### src/hw/rtl/tdps_pkg.sv
package tdps_pkg;

    localparam int TABLE_PRIMES = 120;
    localparam int CNT_W        = 32;
    localparam int PRIME_W      = 10;
    localparam int IDX_W        = 7;

    // register indexes on the configuration port
    localparam logic REG_PRIME_COUNT    = 1'b0;
    localparam logic REG_EXIT_THRESHOLD = 1'b1;

    // transaction modes
    localparam logic MODE_PROCESS = 1'b0;
    localparam logic MODE_READ    = 1'b1;

    localparam logic [PRIME_W-1:0] PRIMES [TABLE_PRIMES] = '{
        10'd3,   10'd5,   10'd7,   10'd11,  10'd13,  10'd17,  10'd19,  10'd23,
        10'd29,  10'd31,  10'd37,  10'd41,  10'd43,  10'd47,  10'd53,  10'd59,
        10'd61,  10'd67,  10'd71,  10'd73,  10'd79,  10'd83,  10'd89,  10'd97,
        10'd101, 10'd103, 10'd107, 10'd109, 10'd113, 10'd127, 10'd131, 10'd137,
        10'd139, 10'd149, 10'd151, 10'd157, 10'd163, 10'd167, 10'd173, 10'd179,
        10'd181, 10'd191, 10'd193, 10'd197, 10'd199, 10'd211, 10'd223, 10'd227,
        10'd229, 10'd233, 10'd239, 10'd241, 10'd251, 10'd257, 10'd263, 10'd269,
        10'd271, 10'd277, 10'd281, 10'd283, 10'd293, 10'd307, 10'd311, 10'd313,
        10'd317, 10'd331, 10'd337, 10'd347, 10'd349, 10'd353, 10'd359, 10'd367,
        10'd373, 10'd379, 10'd383, 10'd389, 10'd397, 10'd401, 10'd409, 10'd419,
        10'd421, 10'd431, 10'd433, 10'd439, 10'd443, 10'd449, 10'd457, 10'd461,
        10'd463, 10'd467, 10'd479, 10'd487, 10'd491, 10'd499, 10'd503, 10'd509,
        10'd521, 10'd523, 10'd541, 10'd547, 10'd557, 10'd563, 10'd569, 10'd571,
        10'd577, 10'd587, 10'd593, 10'd599, 10'd601, 10'd607, 10'd613, 10'd617,
        10'd619, 10'd631, 10'd641, 10'd643, 10'd647, 10'd653, 10'd659, 10'd661
    };

    typedef struct packed {
        logic              mode;
        logic [60:0]       n_value;
        logic [IDX_W-1:0]  prime_index;
    } t_in;

    typedef struct packed {
        logic [31:0] hit_count;
        logic [31:0] stop_a;
        logic [62:0] stop_candidate;
        logic [31:0] candidates_tried;
        logic        found_unfiltered;
        logic [31:0] candidate_sum;
        logic [31:0] filtered_sum;
        logic [31:0] total_passed;
    } t_out;

    typedef enum logic [3:0] {
        S_IDLE, S_RD, S_SQRT, S_ADJ, S_SQ, S_DIFF, S_DIV, S_CHK,
        S_HRD, S_HWR, S_PASS, S_NEXT, S_OUT
    } t_state;

    typedef struct packed {
        logic load;
        logic sqrt_step;
        logic adj;
        logic sq;
        logic diff;
        logic div_step;
        logic prime_next;
        logic mem_rd;
        logic mem_wr;
        logic pass;
        logic next_a;
        logic out_load;
    } t_cmd;

    typedef struct packed {
        logic mode;
        logic sqrt_last;
        logic cand_ok;
        logic limit_zero;
        logic chunk_last;
        logic rem_zero;
        logic prime_last;
        logic above_thr;
        logic a_le1;
        logic out_free;
    } t_sts;

    function automatic logic [CNT_W-1:0] sat_inc(logic [CNT_W-1:0] v);
        return (&v) ? v : v + 1'b1;
    endfunction

    function automatic logic [PRIME_W-1:0] prime_at(logic [IDX_W-1:0] idx);
        return (idx < IDX_W'(TABLE_PRIMES)) ? PRIMES[idx] : '0;
    endfunction

endpackage

### src/hw/rtl/tdps_ctrl.sv
module tdps_ctrl (
    input  logic            i_clk,
    input  logic            i_rst_n,
    input  logic            i_in_valid,
    input  tdps_pkg::t_sts  i_sts,
    output tdps_pkg::t_cmd  o_cmd,
    output logic            o_in_stall
);

    tdps_pkg::t_state r_state, n_state;

    // state register
    always_ff @(posedge i_clk) begin
        if (!i_rst_n) begin
            r_state <= tdps_pkg::S_IDLE;
        end else begin
            r_state <= n_state;
        end
    end

    // next state
    always_comb begin
        n_state = r_state;
        case (r_state)
            tdps_pkg::S_IDLE: begin
                if (i_in_valid) begin
                    n_state = (i_sts.mode == tdps_pkg::MODE_READ) ?
                              tdps_pkg::S_RD : tdps_pkg::S_SQRT;
                end
            end
            tdps_pkg::S_RD:   n_state = tdps_pkg::S_OUT;
            tdps_pkg::S_SQRT: begin
                if (i_sts.sqrt_last) begin
                    n_state = tdps_pkg::S_ADJ;
                end
            end
            tdps_pkg::S_ADJ:  n_state = tdps_pkg::S_SQ;
            tdps_pkg::S_SQ:   n_state = tdps_pkg::S_DIFF;
            tdps_pkg::S_DIFF: begin
                if (!i_sts.cand_ok) begin
                    n_state = tdps_pkg::S_NEXT;
                end else if (i_sts.limit_zero) begin
                    n_state = tdps_pkg::S_PASS;
                end else begin
                    n_state = tdps_pkg::S_DIV;
                end
            end
            tdps_pkg::S_DIV: begin
                if (i_sts.chunk_last) begin
                    n_state = tdps_pkg::S_CHK;
                end
            end
            tdps_pkg::S_CHK: begin
                if (i_sts.rem_zero) begin
                    n_state = tdps_pkg::S_HRD;
                end else if (i_sts.prime_last) begin
                    n_state = tdps_pkg::S_PASS;
                end else begin
                    n_state = tdps_pkg::S_DIV;
                end
            end
            tdps_pkg::S_HRD:  n_state = tdps_pkg::S_HWR;
            tdps_pkg::S_HWR:  n_state = tdps_pkg::S_NEXT;
            tdps_pkg::S_PASS: begin
                n_state = i_sts.above_thr ? tdps_pkg::S_OUT : tdps_pkg::S_NEXT;
            end
            tdps_pkg::S_NEXT: begin
                n_state = i_sts.a_le1 ? tdps_pkg::S_OUT : tdps_pkg::S_SQ;
            end
            tdps_pkg::S_OUT: begin
                if (i_sts.out_free) begin
                    n_state = tdps_pkg::S_IDLE;
                end
            end
            default: n_state = tdps_pkg::S_IDLE;
        endcase
    end

    // commands to the datapath
    always_comb begin
        o_cmd      = '0;
        o_in_stall = 1'b1;
        case (r_state)
            tdps_pkg::S_IDLE: begin
                o_in_stall = 1'b0;
                o_cmd.load = i_in_valid;
            end
            tdps_pkg::S_RD:   o_cmd.mem_rd    = 1'b1;
            tdps_pkg::S_SQRT: o_cmd.sqrt_step = 1'b1;
            tdps_pkg::S_ADJ:  o_cmd.adj       = 1'b1;
            tdps_pkg::S_SQ:   o_cmd.sq        = 1'b1;
            tdps_pkg::S_DIFF: o_cmd.diff      = 1'b1;
            tdps_pkg::S_DIV:  o_cmd.div_step  = 1'b1;
            tdps_pkg::S_CHK:  o_cmd.prime_next = !i_sts.rem_zero && !i_sts.prime_last;
            tdps_pkg::S_HRD:  o_cmd.mem_rd    = 1'b1;
            tdps_pkg::S_HWR:  o_cmd.mem_wr    = 1'b1;
            tdps_pkg::S_PASS: o_cmd.pass      = 1'b1;
            tdps_pkg::S_NEXT: o_cmd.next_a    = !i_sts.a_le1;
            tdps_pkg::S_OUT:  o_cmd.out_load  = i_sts.out_free;
            default: o_cmd = '0;
        endcase
    end

endmodule

### config.mk
export PLATFORM = sky130hd
export DESIGN_NAME = tdps_ctrl
export DESIGN_NICKNAME = d
export VERILOG_FILES = /design/src/hw/rtl/tdps_pkg.sv /design/src/hw/rtl/tdps_ctrl.sv
export SDC_FILE = /design/constraint.sdc
export NUM_CORES = 1
export LEC_CHECK = 0
export BUFFER_PORTS_ARGS = -buffer_cell sky130_fd_sc_hd__buf_2
export CAP_MARGIN = 20
export CORE_AREA = 2 2 39 41
export CTS_BUF_LIST = sky130_fd_sc_hd__clkbuf_8
export CTS_CLUSTER_DIAMETER = 50
export DETAILED_ROUTE_END_ITERATION = 6
export DIE_AREA = 0 0 41 43
export PLACE_DENSITY = 0.71
export SYNTH_ARGS = -nofsm -noshare
export SYNTH_HDL_FRONTEND = slang
export SYNTH_SLANG_ARGS = --single-unit
### constraint.sdc
create_clock -name i_clk -period 1.6 [get_ports i_clk]
set_input_delay 0.16 -clock i_clk [delete_from_list [all_inputs] [get_ports i_clk]]
set_output_delay 0.16 -clock i_clk [all_outputs]
set_load 0.01 [all_outputs]
==> impl_metrics.env, run 1 <==
export IMPL_status="finished clean"
export IMPL_antenna_found_initial=0
export IMPL_endpoint="o_cmd[11]"
export IMPL_synth_top_family_by_area="simple AND/OR/NAND/NOR gates"
export IMPL_wirelength_met1_um=549
export IMPL_numCtsBuffers=3
export IMPL_r2r_end="r_state[2]$_SDFFE_PN0P_"
export IMPL_synth_seq_cells=4
export IMPL_grt_pass1_wl_mm=2.11
export IMPL_regToRegStartpoint="r_state[1]$_SDFFE_PN0P_"
export IMPL_drive_gt1_share_pct=38.1
export IMPL_post_cts_buffers=0
export IMPL_timing_fmax_mhz=663
export IMPL_dp_hpwl_mm=1.05
export IMPL_dp_cells=110
export IMPL_dieArea_sq_um=1760
export IMPL_vias_per_cell=5.37
export IMPL_async_flop_share_pct=0
export IMPL_die_y_um=43
export IMPL_worstSetupEndpointType="output port"
export IMPL_vias=607
export IMPL_layout_min_cycle_time_ns=1.51
export IMPL_drt_pass1_iter_count=4
export IMPL_syn_mean_instance_area_sq_um=6.74
export IMPL_fillers=142
export IMPL_finalNonFillerCells=113
export IMPL_drt_total_wl_mm=1.37
export IMPL_finalMaxSlewViolations=0
export IMPL_core_area_sq_um=1380
export IMPL_grt_pass1_vias=519
export IMPL_finalPower_mw=1.11
export IMPL_start_util_pct=35.1
export IMPL_ctsHoldBuffers=0
export IMPL_track_usage_pct=17.3
export IMPL_min_path_type="in -> reg"
export IMPL_syn2layout_area_growth_pct=37.4
export IMPL_ys_types=30
export IMPL_netlist_area_sq_um=485
export IMPL_met2_length_um=718
export IMPL_io_buffers=25
export IMPL_cts_repair_resize_count=0
export IMPL_cts_path_max_buffers=2
export IMPL_synthXorXnorAreaFrac_pct=1.80
export IMPL_fin_setup_tns_ns=0
export IMPL_root_buffer="clkbuf_8"
export IMPL_crit_type="reg -> out"
export IMPL_gr_total_overflow=0
export IMPL_worstSetupStartpoint="r_state[1]$_SDFFE_PN0P_"
export IMPL_skew_ns=0.00120
export IMPL_synth_cells=72
export IMPL_clk_latency_ns=0.22
export IMPL_synth_warnings=0
export IMPL_tightest_slew_ns=0.346
export IMPL_boundaryPins=26
export IMPL_finalHoldViolCount=0
export IMPL_synthAdderAreaFrac_pct=0
export IMPL_drc=0
export IMPL_synth_compound_area_share_pct=27.8
export IMPL_htree_levels=1
export IMPL_synth_edf_count=0
export IMPL_num_rows=14
export IMPL_wl_met3_um=84
export IMPL_worstPathRequired_ns=1.44
export IMPL_grt_max_degree=18
export IMPL_layout_nets=112
export IMPL_worstSetupStartpointType="register"
export IMPL_muxShareOfSynthArea_pct=2.06
export IMPL_diodes=0
export IMPL_ir_drop_mv=0.772
export IMPL_rsz0062_at_grt="false"
export IMPL_dr_max_layer_used="met4"
export IMPL_postSynthNetCount=85
export IMPL_regToRegSetupSlack_ns=0.14
export IMPL_rr_worst_depth=4
export IMPL_gp_congestion=0.898
export IMPL_die_width_um=41
export IMPL_largestRegisters="r_state x4"
export IMPL_largest_reg_flops=4
export IMPL_cts_sinks=4
export IMPL_cap_violations=0
export IMPL_p_leak_nw=0.314
export IMPL_power_density_nw_per_um2=1670
export IMPL_ant_nets=0
export IMPL_slew_headroom_pct=76.9
export IMPL_fin_crit_sh_pct=94.3
export IMPL_wire_per_inst_um=12.1
export IMPL_clkTransAtPathRegs_ns=0.03
export IMPL_synthSimpleGateAreaFrac_pct=43.0
export IMPL_yosysSeqAreaShare_pct=16.5
export IMPL_drt_iter0_drc=13
export IMPL_setup_viol=0
export IMPL_crit_arrival_ns=1.35
export IMPL_cts_tree="built"
export IMPL_largest_register="r_state"
export IMPL_synth_top_flop_cell="dfxtp_1"
export IMPL_cp_max_fo=8
==> worst max-delay path, stage by stage, from the launching register on <==
cell and delay, ns:
dfxtp_1 0.37, or4_4 0.52, nor2_1 0.10, buf_2 0.13
==> placed cells by master (no fill, tap or decap) <==
| cell type | Yosys | routed |
|---|---|---|
| nor2_1 | 8 | 8 |
| o211ai_2 | 1 | 1 |
| nor4_1 | 1 | 1 |
| a32o_1 | 1 | 1 |
| nor3b_1 | 2 | 2 |
| a211oi_1 | 2 | 2 |
| nand2b_1 | 7 | 7 |
| a222oi_1 | 1 | 1 |
| nand2_1 | 4 | 4 |
| a21oi_2 | 1 | 1 |
| nor2b_1 | 5 | 5 |
| dfxtp_1 | 4 | 4 |
| a21o_1 | 1 | 1 |
| inv_1 | 2 | 2 |
| o21ai_0 | 5 | 5 |
| buf_2 | 1 | 25 |
| xnor2_1 | 1 | 1 |
| o21ba_2 | 1 | 1 |
| buf_4 | 0 | 4 |
| o21bai_1 | 1 | 1 |
| or3b_2 | 1 | 1 |
| o21a_1 | 1 | 1 |
| clkbuf_8 | 0 | 3 |
| nor3_1 | 8 | 8 |
| mux2i_1 | 1 | 1 |
| o22ai_1 | 1 | 1 |
| nand3b_1 | 1 | 1 |
| or4_4 | 1 | 1 |
| a21oi_1 | 3 | 3 |
==> per-stage QoR <==
step	hold WS [ns]	utilization, %	cell area (sq um)	setup slack, ns
finish	0.212	48.2	667	0.0919
global route	0.219	48.2	667	0.0201
CTS	0.209	48.2	667	0.0907
detailed placement	0.435	45.2	626	0.153
global placement	0.433	45.2	626	0.175
floorplan	0.288	-	485	0.0829
==> report_power, final <==
part / switching [mW] / total, mW / internal [mW]
logic: 0.380 / 0.705 / 0.324
registers: 0.0583 / 0.197 / 0.139
clock network: 0.0512 / 0.211 / 0.160
total: 0.490 / 1.11 / 0.623
==> Yosys cell counts, types with 2 or more instances <==
library cell / number / area share (%)
dfxtp_1: 4 / 16
nor3b_1: 2 / 3.1
inv_1: 2 / 1.5
a21oi_1: 3 / 3.1
nor3_1: 8 / 8.2
a211oi_1: 2 / 3.1
o21ai_0: 5 / 5.2
nor2_1: 8 / 6.2
nor2b_1: 5 / 6.4
nand2b_1: 7 / 9.0
nand2_1: 4 / 3.1
clkbuf_1: 4 / 3.1
==> how the worst min path moves through the flow <==
stage	startpoint	endpoint	slack [ns]	cells after the start
3_3_place_gp	i_rst_n	r_state[3]$_SDFFE_PN0P_	0.43	2
5_1_grt	i_rst_n	r_state[3]$_SDFFE_PN0P_	0.22	2
6_report	i_rst_n	r_state[3]$_SDFFE_PN0P_	0.21	2
2_1_floorplan	i_rst_n	r_state[3]$_SDFFE_PN0P_	0.29	1
3_5_place_dp	i_rst_n	r_state[3]$_SDFFE_PN0P_	0.43	2
4_1_cts	i_rst_n	r_state[3]$_SDFFE_PN0P_	0.21	2
==> final cells by class <==
type / instances / area (sq um) / area share [%]
multi-input combinational: 59 / 363 / 54.4
timing repair buffer: 29 / 155 / 23.3
sequential: 4 / 80.1 / 12.0
clock buffer: 3 / 41.3 / 6.19
tap: 16 / 20.0 / 3.00
inverter: 2 / 7.51 / 1.13
==> per-layer routing <==
| layer | up-vias | track usage (%) |
|---|---|---|
| met3 | 2 | 1.57 |
| met5 | - | 0 |
| met2 | 30 | 26.3 |
| li1 | 304 | - |
| met1 | 271 | 23.2 |
| met4 | 0 | 8.67 |
==> cell families after synthesis <==
family                 Yosys count
AO/OA/AOI/OAI                   19
XOR/XNOR                         1
buffers and inverters            9
flip-flops                       4
multiplexers                     1
AND/OR/NAND/NOR                 38
Power figures use the tool's default switching activity.
==> run 2, diff against run 1 <==
Settings changed: PLACE_DENSITY 0.71 to 0.8.
==> run 2 against run 1 <==
  * Register-to-register slack barely moved
  * Hold slack improved by 0.013 ns
  * Utilization is 0.45 points higher
  * Largest power group unchanged
  * Largest cell class unchanged
  * Critical endpoint is now o_cmd[5]
  * Sequential cell count did not move
  * Global-route usage increased by 1.3 points
  * Power is 1.8% higher
==> impl_metrics.env, run 2 (synthesized netlist as in run 1, its figures left out) <==
export IMPL_status="finished clean"
export IMPL_drt_pass1_iter_count=4
export IMPL_die_y_um=43
export IMPL_skew_ns=0.00613
export IMPL_start_util_pct=35.1
export IMPL_die_width_um=41
export IMPL_ant_nets=0
export IMPL_crit_type="reg -> out"
export IMPL_rr_worst_depth=4
export IMPL_finalPower_mw=1.13
export IMPL_vias=589
export IMPL_layout_nets=112
export IMPL_io_buffers=25
export IMPL_wire_per_inst_um=12.4
export IMPL_gp_congestion=0.841
export IMPL_syn2layout_area_growth_pct=38.7
export IMPL_antenna_found_initial=0
export IMPL_finalNonFillerCells=113
export IMPL_wl_met3_um=92
export IMPL_cts_path_max_buffers=2
export IMPL_layout_commonest_cell="buf_2"
export IMPL_vias_per_cell=5.21
export IMPL_cap_violations=0
export IMPL_slew_headroom_pct=77.3
export IMPL_largestRegisters="r_state x4"
export IMPL_power_density_nw_per_um2=1680
export IMPL_cts_sinks=4
export IMPL_min_path_type="in -> reg"
export IMPL_fin_setup_tns_ns=0
export IMPL_dp_cells=110
export IMPL_num_rows=14
export IMPL_diodes=0
export IMPL_ir_drop_mv=0.762
export IMPL_boundaryPins=26
export IMPL_timing_fmax_mhz=670
export IMPL_drive_gt1_share_pct=39.2
export IMPL_tightest_slew_ns=0.339
export IMPL_grt_pass1_wl_mm=2.19
export IMPL_worstPathRequired_ns=1.44
export IMPL_finalHoldViolCount=0
export IMPL_wirelength_met1_um=576
export IMPL_drt_total_wl_mm=1.40
export IMPL_final_setup_worst_slack_ns=0.108
export IMPL_root_buffer="clkbuf_8"
export IMPL_setup_viol=0
export IMPL_cp_max_fo=13
export IMPL_layout_min_cycle_time_ns=1.49
export IMPL_worstSetupEndpointType="output port"
export IMPL_dp_hpwl_um=963
export IMPL_core_area_sq_um=1380
export IMPL_p_leak_nw=0.315
export IMPL_hold_path_cell_count=2
export IMPL_largest_register="r_state"
export IMPL_grt_max_degree=18
export IMPL_dr_max_layer_used="met4"
export IMPL_met2_length_um=713
export IMPL_cts_tree="built"
export IMPL_layout_cells_most_common_list="buf_2, nor3_1, nor2_1"
export IMPL_crit_arrival_ns=1.33
export IMPL_gr_total_overflow=0
export IMPL_track_usage_pct=18.6
export IMPL_clkTransAtPathRegs_ns=0.04
export IMPL_clk_latency_ns=0.22
export IMPL_timing_hold_ws_ns=0.226
export IMPL_worstSetupStartpointType="register"
export IMPL_drt_iter0_drc=20
export IMPL_largest_reg_flops=4
export IMPL_fin_crit_sh_pct=93.3
export IMPL_grt_pass1_vias=532
export IMPL_finalMaxSlewViolations=0
export IMPL_dieArea_sq_um=1760
export IMPL_pre_cts_ws_ns=0.172
export IMPL_drc=0
export IMPL_htree_levels=1
export IMPL_numCtsBuffers=3
run 2: cell counts in the layout (fill, tap and decap cells not counted):
Identical to the previous run, type by type.
run 2: final cells by class:
class | count | area [sq um]
inverters | 2 | 7.51
well taps | 16 | 20.0
repair buffers | 29 | 159
fillers | 140 | 711
flip-flops and latches | 4 | 80.1
multi-input cells | 59 | 365
clock buffers | 3 | 41.3
run 2: worst max-delay path: stages (launching register included):
cell,delay (ns)
dfxtp_1,0.42
buf_6,0.18
nand2b_2,0.12
nor4_1,0.22
buf_2,0.17
run 2: path summary, 6_finish.rpt:
check | slack (ns) | to | startpoint
max | 0.11 | o_cmd[5] | r_state[1]$_SDFFE_PN0P_
min | 0.23 | r_state[2]$_SDFFE_PN0P_ | i_rst_n
max reg2reg | 0.13 | r_state[3]$_SDFFE_PN0P_ | r_state[3]$_SDFFE_PN0P_
min reg2reg | 0.70 | r_state[1]$_SDFFE_PN0P_ | r_state[0]$_SDFFE_PN0P_
run 2: power breakdown:
group          internal (mW)  switching, mW
Combinational          0.334          0.390
Clock                  0.161         0.0604
Sequential             0.139         0.0495
Total                  0.634          0.500
run 2: per-stage QoR:
stage	util, %	area, sq um
after global routing	48.6	673
after CTS	48.2	667
after detailed placement	45.2	626
after floorplan	-	485
after global placement	45.2	626
final	48.6	673
run 2: timing repair:
item	4_1_cts	5_1_grt
gates resized for setup	0	2
setup endpoints to repair	0	1
setup buffers	0	0
hold buffers	0	0
run 2: metal layers:
metal | track usage [%] | up-vias
met1 | 23.5 | 258
li1 | - | 303
met5 | 0 | -
met3 | 4.71 | 2
met4 | 10.0 | 0
met2 | 27.5 | 26
